<file path="config.mk">
export PLATFORM = sky130hd
export DESIGN_NAME = kti_divider
export DESIGN_NICKNAME = d
export VERILOG_FILES = /design/src/design/kti_pkg.sv /design/src/design/kti_divider.sv
export SDC_FILE = /design/constraint.sdc
export NUM_CORES = 1
export LEC_CHECK = 0
export BUFFER_PORTS_ARGS = -buffer_cell sky130_fd_sc_hd__buf_2
export CAP_MARGIN = 20
export CORE_MARGIN = 1.5
export CORE_UTILIZATION = 30
export CTS_CLUSTER_DIAMETER = 40
export DETAILED_ROUTE_END_ITERATION = 8
export SKIP_CTS_REPAIR_TIMING = 1
export SYNTH_ARGS = -nofsm -noshare
export SYNTH_HDL_FRONTEND = slang
export SYNTH_SLANG_ARGS = --single-unit
</file>
<file path="constraint.sdc">
create_clock -name clk -period 4.9 [get_ports clk]
set_clock_uncertainty 0.1 [all_clocks]
set_input_delay 0.98 -clock clk [delete_from_list [all_inputs] [get_ports clk]]
set_output_delay 0.98 -clock clk [all_outputs]
set_load 0.02 [all_outputs]
</file>
<file path="src/design/kti_pkg.sv">
// shared types and constants for the keyframe track interpolator
package kti_pkg;

    localparam int KEY_WORDS = 10;
    localparam int N_ATTR    = 9;

    localparam logic [1:0] CFG_DURATION  = 2'd0;
    localparam logic [1:0] CFG_CYCLE     = 2'd1;
    localparam logic [1:0] CFG_KEY_COUNT = 2'd2;
    localparam logic [1:0] CFG_RESERVED  = 2'd3;

    localparam logic KIND_LOAD = 1'b0;
    localparam logic KIND_TICK = 1'b1;

    typedef enum logic [3:0] {
        ST_IDLE,
        ST_SEARCH_RD,
        ST_SEARCH_CMP,
        ST_END,
        ST_T0_RD,
        ST_T1_RD,
        ST_DIV,
        ST_A_RD,
        ST_B_RD,
        ST_MUL,
        ST_ADD,
        ST_OUT
    } kti_state_t;

    typedef struct packed {
        logic [3:0] seg;
        logic       paused;
    } kti_status_t;

endpackage

</file>
<file path="src/design/kti_divider.sv">
// restoring divider, one quotient bit per cycle
module kti_divider
    import kti_pkg::*;
#(
    parameter int FRAC_BITS = 16
) (
    input  logic        clk,
    input  logic        rst_n,
    input  logic        start,
    input  logic [31:0] num,
    input  logic [31:0] den,
    output logic        done,
    output logic [FRAC_BITS-1:0] quo
);
    localparam int CW = $clog2(FRAC_BITS + 1);

    logic [32:0]          rem_reg, rem_next;
    logic [31:0]          den_reg, den_next;
    logic [FRAC_BITS-1:0] quo_reg, quo_next;
    logic [CW-1:0]        cnt_reg, cnt_next;
    logic                 busy_reg, busy_next;
    logic [32:0]          trial;

    always_comb
    begin
        rem_next  = rem_reg;
        den_next  = den_reg;
        quo_next  = quo_reg;
        cnt_next  = cnt_reg;
        busy_next = busy_reg;
        trial     = {rem_reg[31:0], 1'b0} - {1'b0, den_reg};
        if (start)
        begin
            rem_next  = {1'b0, num};
            den_next  = den;
            cnt_next  = CW'(FRAC_BITS);
            busy_next = 1'b1;
        end
        else if (busy_reg)
        begin
            // remainder stays below den, so the doubled value fits 33 bits
            if (!trial[32])
            begin
                rem_next = trial;
                quo_next = {quo_reg[FRAC_BITS-2:0], 1'b1};
            end
            else
            begin
                rem_next = {rem_reg[31:0], 1'b0};
                quo_next = {quo_reg[FRAC_BITS-2:0], 1'b0};
            end
            cnt_next = cnt_reg - 1'b1;
            if (cnt_reg == CW'(1))
                busy_next = 1'b0;
        end
    end

    always_ff @(posedge clk or negedge rst_n)
    begin
        if (!rst_n)
        begin
            busy_reg <= 1'b0;
            cnt_reg  <= '0;
        end
        else
        begin
            busy_reg <= busy_next;
            cnt_reg  <= cnt_next;
        end
    end

    always_ff @(posedge clk)
    begin
        rem_reg <= rem_next;
        den_reg <= den_next;
        quo_reg <= quo_next;
    end

    assign done = busy_reg && (cnt_reg == CW'(1));
    assign quo  = quo_next;
endmodule

</file>
# After elaboration in Yosys (flattened, before gate mapping)
# Cells that the tools add are included.
# op_classes
addsub,2
n_eq_ne,1
mux,11
reduce_logical,2
# op_table
op,count
$mux W32,3
$sub A33 B32 Y33,1
$mux W16,2
$mux W5,2
$eq A5 B1 Y1 const B,1
$sub A5 B1 Y5 const B,1
$mux W1,4
$reduce_bool A2 Y1,1
$logic_and A1 B1 Y1,1
# word_totals
word_cells,21
output_inout_bits,17
reg_bits,86

# Longest topological paths before layout
# Gate-level depths: netlist (run 1).
# depth
depth_word,4
depth_mapped,15

# Least setup slack after synthesis (run 1)
# No wires, ideal clock.
# synth_timing
path_type,reg2out
startpoint,register rem_reg[0]
endpoint,output quo[0]
stages_incl_launch_ff,13
arrival_ns,3.203
required_ns,3.820
path_slack_ns,0.617
n_path_buf,2
path_cell_list,edfxtp_1 -> fa_1 -> a211oi_1 -> o21ai_2 -> a41oi_4 -> o31ai_4 -> a311oi_1 -> o211a_1 -> o21ai_1 -> and2_4 -> buf_6 -> buf_6 -> a21oi_1
# synth_via
elab_chain_len,4
# synth_rtl
element,line_no,source
from (decl),kti_divider.sv:17,"logic [32:0] rem_reg, rem_next;"
from (signal assigned),kti_divider.sv:74,rem_reg <= rem_next;
$sub A33 B32 Y33,kti_divider.sv:31,"trial = {rem_reg[31:0], 1'b0} - {1'b0, den_reg};"
$mux W1,kti_divider.sv:42,if (!trial[32])
$mux W16,kti_divider.sv:39,else if (busy_reg)
$mux W16,kti_divider.sv:32,if (start)
to (decl),kti_divider.sv:13,output logic [FRAC_BITS-1:0] quo
# No other way between the ends.

# Worst setup path in the final report (run 1)
# Same ends and word-level chain as after synthesis.

==> impl_metrics.py, run 1 <==
metrics = {
    "logic_synthesis": {
        "synth_area_per_cell_um2": 10.5,
        "ys_types": 60,
        "syn-cell-area_um2": 5480,
        "ys_seq_area_share_pct": 43.7,
        "yosysWarnings": 0,
        "synth_flop_cell": "edfxtp_1",
        "async_flop_share_pct": 6.98,
        "syn_inst": 524,
        "synth-seq-cells": 86,
        "synth_edf_count": 64,
        "synth_fp_nets": 625,
    },
    "floorplanning": {
        "floorplan.die_area_um2": 19100,
        "placeableCoreArea_um2": 17900,
        "initial_utilization_pct": 30.6,
        "die_x_um": 138,
        "io_pins": 84,
        "die_y_um": 138,
        "rows": 49,
    },
    "timing": {
        "fin_tns_setup_ns": 0,
        "slew_violations": 0,
        "clock.fmax_mhz": 217,
        "min_period_over_period_pct": 93.8,
        "fin_crit_ns": 4.60,
        "tightest_slew_ns": 0.873,
        "grt_setup_unrepaired": "false",
        "slew_headroom_pct": 41.8,
        "hold_viol": 0,
        "setup_viol": 0,
    },
    "routing": {
        "via_per_inst": 5.14,
        "dr.pass1.iters": 4,
        "drtIter0Drc": 294,
        "drcViolationCount": 0,
        "wire_per_inst_um": 16.0,
        "wl_um": 13200,
        "ant_nets": 0,
        "vias": 4247,
    },
    "cts": {
        "htreeDepth": 3,
        "cts_buffers": 9,
        "clk_path_buf_depth": 2,
        "cts_tree": "done",
        "clk_latency_ns": 0.36,
        "clk_pin_slew_ns": 0.07,
        "cts.sinks": 86,
        "cts_root_buffer": "clkbuf_16",
    },
    "critical_path": {
        "cp.required_ns": 3.82,
        "cp_max_fo": 6,
        "critPathBufInv": 1,
        "startpoint_type": "flop",
        "crit_arrival_ns": 3.52,
        "worst_setup_path_end_kind": "output port",
        "path_common_cell": "o21ai_2",
        "path_delay_family": "compound AO/OA/AOI/OAI gates",
        "path_cells": "fa_1, a211oi_1, o21ai_2, a41oi_4, o31ai_4, a311oi_1, o211a_1, o21ai_2, and2_4, a21oi_1, buf_2",
        "reg2reg_depth": 11,
        "worstSetupPathType": "flop to output port",
        "r2r_setup_slack_ns": 1.00,
        "worstReg2RegEnd": "rem_reg[19]",
        "max_stage_delay_ns": 0.50,
        "cpMaxStageDelayCell": "fa_1",
        "r2r-start": "rem_reg[0]",
    },
    "power_and_ir_drop": {
        "switchingPower_uw": 1850,
        "power_frac_comb_pct": 54.8,
        "p_int_uw": 2380,
        "seqPwrFrac_pct": 28.8,
        "power_frac_clock_pct": 16.4,
        "vdd_drop_max_v": 0.000322,
        "netSwitchingFraction_pct": 43.8,
        "power.leakage_uw": 0.00264,
        "pwr_density_cell_nw_per_um2": 663,
    },
    "final_layout": {
        "n_fill_cell": 1823,
        "fin_nets": 694,
        "final_cells": 827,
        "layout.area.seq_um2": 2390,
        "area.growth.synth_to_final_pct": 16.6,
        "antenna_cells": 0,
        "layout_commonest_cell": "buf_2",
        "drive_above_1_share_pct": 23.7,
        "multi_input_area_um2": 2790,
        "final_cell_mix": "buf_2 (82), edfxtp_1 (64), nand2_1 (46)",
    },
    "grt": {
        "grt_pass1_vias": 4442,
        "grt_max_degree": 61,
        "grt-ovfl-total": 0,
        "track_usage_pct": 14.2,
        "grt_pass1_wl_um": 22100,
        "antenna_found_initial": 0,
    },
    "place": {
        "dp_hpwl_um": 9710,
        "place_congestion": 0.864,
        "io_buffers": 83,
        "placedCellCount": 811,
    },
    "flow_run": {
        "drv_cap": 0,
    },
    "status": {
        "status": "completed",
    },
    "min_path": {
        "hp-class": "input port to asynchronous set/reset pin",
    },
}
synthesized netlist by cell type, types with 3 or more instances:
| library cell | count | area share, % |
|---|---|---|
| mux2_2 | 15 | 3.1 |
| o311ai_1 | 5 | 0.80 |
| buf_6 | 3 | 0.62 |
| o21bai_1 | 4 | 0.55 |
| edfxtp_1 | 64 | 35 |
| dfrtp_1 | 6 | 2.7 |
| o311ai_2 | 14 | 4.2 |
| clkbuf_1 | 24 | 1.6 |
| nand2_1 | 46 | 3.2 |
| nand4_1 | 7 | 0.80 |
| and3_1 | 3 | 0.34 |
| buf_1 | 3 | 0.21 |
| a22o_1 | 3 | 0.48 |
| ha_1 | 33 | 7.5 |
| xnor2_1 | 18 | 2.9 |
| nand2b_1 | 6 | 0.69 |
| o211ai_1 | 6 | 0.82 |
| a21oi_1 | 31 | 2.8 |
| o31ai_1 | 5 | 0.69 |
| nand4b_1 | 25 | 4.0 |
| nor3_1 | 7 | 0.64 |
| a32oi_1 | 5 | 0.80 |
| a31oi_1 | 7 | 0.80 |
| dfxtp_1 | 16 | 5.8 |
| or3_1 | 4 | 0.46 |
| nor2_1 | 26 | 1.8 |
| a21o_1 | 13 | 1.8 |
| a211oi_1 | 8 | 1.1 |
| nor2b_1 | 13 | 1.5 |
| xor2_1 | 12 | 1.9 |
| o21ai_0 | 14 | 1.3 |
| inv_1 | 41 | 2.8 |
worst reg2reg max path: stages, from the launching register on:
cell and delay (ns):
edfxtp_1 0.45, fa_1 0.50, a211oi_1 0.39, o21ai_2 0.14
a41oi_4 0.32, o31ai_4 0.12, a311oi_1 0.41, o211a_1 0.21
or3_1 0.13, buf_4 0.37, a21o_1 0.35, o211ai_1 0.15
power groups by stage:
stage               clock network (uW)  logic, uW  registers (uW)
floorplan                            0       1840            1190
global placement                     0       2260            1220
detailed placement                   0       2300            1240
CTS                                710       2310            1220
global route                       739       2550            1250
finish                             693       2320            1220
per-stage QoR:
| step | power (uW) | util, % | hold slack (ns) | worst slack, ns | instance area, um^2 |
|---|---|---|---|---|---|
| 3_5_place_dp | 3540 | 34.0 | 0.366 | 0.634 | 6090 |
| 4_1_cts | 4250 | 35.7 | 0.318 | 0.204 | 6380 |
| 3_3_place_gp | 3480 | 34.0 | 0.355 | 0.697 | 6090 |
| 6_report | 4230 | 35.7 | 0.325 | 0.302 | 6380 |
| 2_1_floorplan | 3030 | - | 0.385 | 0.617 | 5480 |
| 5_1_grt | 4540 | 35.7 | 0.328 | 0.0567 | 6380 |
logic make-up after synthesis:
| kind of cell | synth area share, % |
|---|---|
| buf+inv | 5.37 |
| compound gates | 19.8 |
| fa+ha+maj | 7.91 |
| simple gates | 15.2 |
| xor+xnor | 4.80 |
| mux | 3.27 |
| flops | 43.7 |
per-layer routing:
metal	vias up	routed length [um]	GRT usage, %
met1	2052	6360	18.4
met5	-	0	0
met3	15	414	2.98
li1	2100	-	-
met2	80	6220	23.7
met4	0	206	4.71
layout make-up:
| cell class | count | area share (%) |
|---|---|---|
| Multi-Input combinational cell | 366 | 43.8 |
| Sequential cell | 86 | 37.5 |
| Timing Repair Buffer | 89 | 7.25 |
| Tap cell | 229 | 4.49 |
| Clock buffer | 9 | 3.53 |
| Inverter | 41 | 2.41 |
| Clock inverter | 7 | 1.08 |
worst max path at each step:
| stage | startpoint | depth (start not counted) | slack [ns] | endpoint |
|---|---|---|---|---|
| after floorplan | rem_reg[0] | 12 | 0.62 | quo[0] |
| after global placement | rem_reg[0] | 11 | 0.70 | quo[0] |
| after detailed placement | rem_reg[0] | 11 | 0.63 | quo[0] |
| after CTS | rem_reg[0] | 11 | 0.20 | quo[0] |
| after global routing | rem_reg[0] | 11 | 0.06 | quo[0] |
| final | rem_reg[0] | 11 | 0.30 | quo[0] |
Note: power is estimated with default switching activity, not from simulation.
==> run 2, diff against run 1 <==
- CORE_UTILIZATION: 30 -> 58
- PLACE_DENSITY: default -> 0.81
==> impl_metrics.py, run 2 (synthesis gave the netlist of run 1 again) <==
metrics = {
    "status": {
        "status": "completed",
    },
    "floorplanning": {
        "io_pins": 84,
        "rows": 35,
        "initial_utilization_pct": 59.6,
        "die_x_um": 100,
        "die_y_um": 100,
        "placeableCoreArea_um2": 9200,
        "floorplan.die_area_um2": 10000,
    },
    "power_and_ir_drop": {
        "p_int_uw": 2220,
        "power.leakage_uw": 0.00258,
        "power_frac_clock_pct": 12.4,
        "power_frac_comb_pct": 57.6,
        "pwr_density_cell_nw_per_um2": 663,
        "vdd_drop_max_v": 0.000369,
        "netSwitchingFraction_pct": 45.4,
        "seqPwrFrac_pct": 30.0,
        "switchingPower_uw": 1840,
    },
    "critical_path": {
        "crit_arrival_ns": 3.48,
        "reg2reg_depth": 11,
        "r2r-start": "rem_reg[0]",
        "worstSetupPathType": "flop to output port",
        "startpoint_type": "flop",
        "path_delay_family": "compound AO/OA/AOI/OAI gates",
        "r2r_setup_slack_ns": 1.00,
        "worst_setup_path_end_kind": "output port",
        "path_common_cell": "o21ai_2",
        "cpMaxStageDelayCell": "fa_1",
        "max_stage_delay_ns": 0.50,
        "cp.required_ns": 3.82,
        "cp_max_fo": 6,
        "path_cells": "fa_1, a211oi_1, o21ai_2, a41oi_4, o31ai_4, a311oi_1, o211a_1, o21ai_2, and2_4, a21oi_1, buf_2",
        "critPathBufInv": 1,
        "crit_start": "rem_reg[0]",
        "worstReg2RegEnd": "rem_reg[22]",
    },
    "place": {
        "dp_hpwl_um": 8630,
        "place_congestion": 0.906,
        "placed_cell_area_um2": 5930,
        "dp_slack_ns": 0.776,
        "placedCellCount": 692,
        "io_buffers": 83,
    },
    "grt": {
        "grt-ovfl-total": 0,
        "antenna_found_initial": 0,
        "grt_pass1_vias": 4354,
        "track_usage_pct": 25.7,
        "grt_max_degree": 72,
        "grt_pass1_wl_um": 20400,
    },
    "timing": {
        "setup_slack_ns": 0.341,
        "fin_crit_ns": 4.56,
        "grt_setup_unrepaired": "false",
        "clock.fmax_mhz": 219,
        "min_period_over_period_pct": 93.0,
        "fin_tns_setup_ns": 0,
        "tightest_slew_ns": 0.862,
        "slew_violations": 0,
        "hold_viol": 0,
        "setup_viol": 0,
        "slew_headroom_pct": 42.5,
    },
    "min_path": {
        "hp-class": "input port to asynchronous set/reset pin",
    },
    "cts": {
        "htreeDepth": 3,
        "cts_buffers": 9,
        "clk_pin_slew_ns": 0.11,
        "clk_path_buf_depth": 2,
        "clk_latency_ns": 0.38,
        "cts_root_buffer": "clkbuf_8",
        "cts_tree": "done",
        "cts.sinks": 86,
    },
    "final_layout": {
        "layout_commonest_cell": "buf_2",
        "stdcell_area_um2": 6130,
        "area.growth.synth_to_final_pct": 12.0,
        "antenna_cells": 0,
        "fin_nets": 693,
        "final_cell_mix": "buf_2 (82), edfxtp_1 (64), nand2_1 (46)",
        "final_cells": 708,
        "fin_util_pct": 66.7,
        "drive_above_1_share_pct": 23.6,
    },
    "routing": {
        "ant_nets": 0,
        "drtIter0Drc": 351,
        "drcViolationCount": 0,
        "via_per_inst": 6.21,
        "vias": 4400,
        "dr.pass1.iters": 5,
        "wire_per_inst_um": 17.5,
        "wl_um": 12400,
    },
    "flow_run": {
        "drv_cap": 0,
    },
}
## run 2: changes by cell type in the layout (fill, tap and decap cells not counted), sizes merged
cell    change
inv         -2
buf         -1
clkinv      +2
## run 2: cell type report
class,count,area (um^2)
Inverter,41,154
Multi-Input combinational cell,366,2790
Tap cell,111,139
Sequential cell,86,2390
Timing Repair Buffer,88,455
Clock inverter,7,73.8
Fill cell,730,3060
Clock buffer,9,124
## run 2: power by group through the flow
stage | Combinational (uW) | Clock [uW] | Sequential, uW
final | 2340 | 504 | 1220
after global routing | 2540 | 542 | 1250
after CTS | 2310 | 511 | 1220
after detailed placement | 2290 | 0 | 1230
after global placement | 2230 | 0 | 1220
after floorplan | 1840 | 0 | 1190
## run 2: per-stage QoR
step                      power [uW]  hold WS (ns)
after floorplan                 3030         0.385
after global placement          3450         0.364
after detailed placement        3520         0.381
after CTS                       4040         0.293
after global routing            4330         0.283
final                           4070         0.303
## run 2: worst max path at each step
stage,slack [ns],end,depth (start not counted)
4_1_cts,0.34,quo[0],11
3_3_place_gp,0.88,quo[0],11
5_1_grt,0.06,quo[0],11
2_1_floorplan,0.62,quo[0],12
6_report,0.34,quo[0],11
3_5_place_dp,0.78,quo[0],11
## run 2: routing by layer
metal	track usage (%)	wire length, um	vias up	part of all wire (%)
li1	-	-	2097	-
met1	32.9	5330	2114	43
met2	43.4	6100	164	49
met3	6.41	711	25	5.8
met4	7.26	217	0	1.8
met5	0	0	-	0
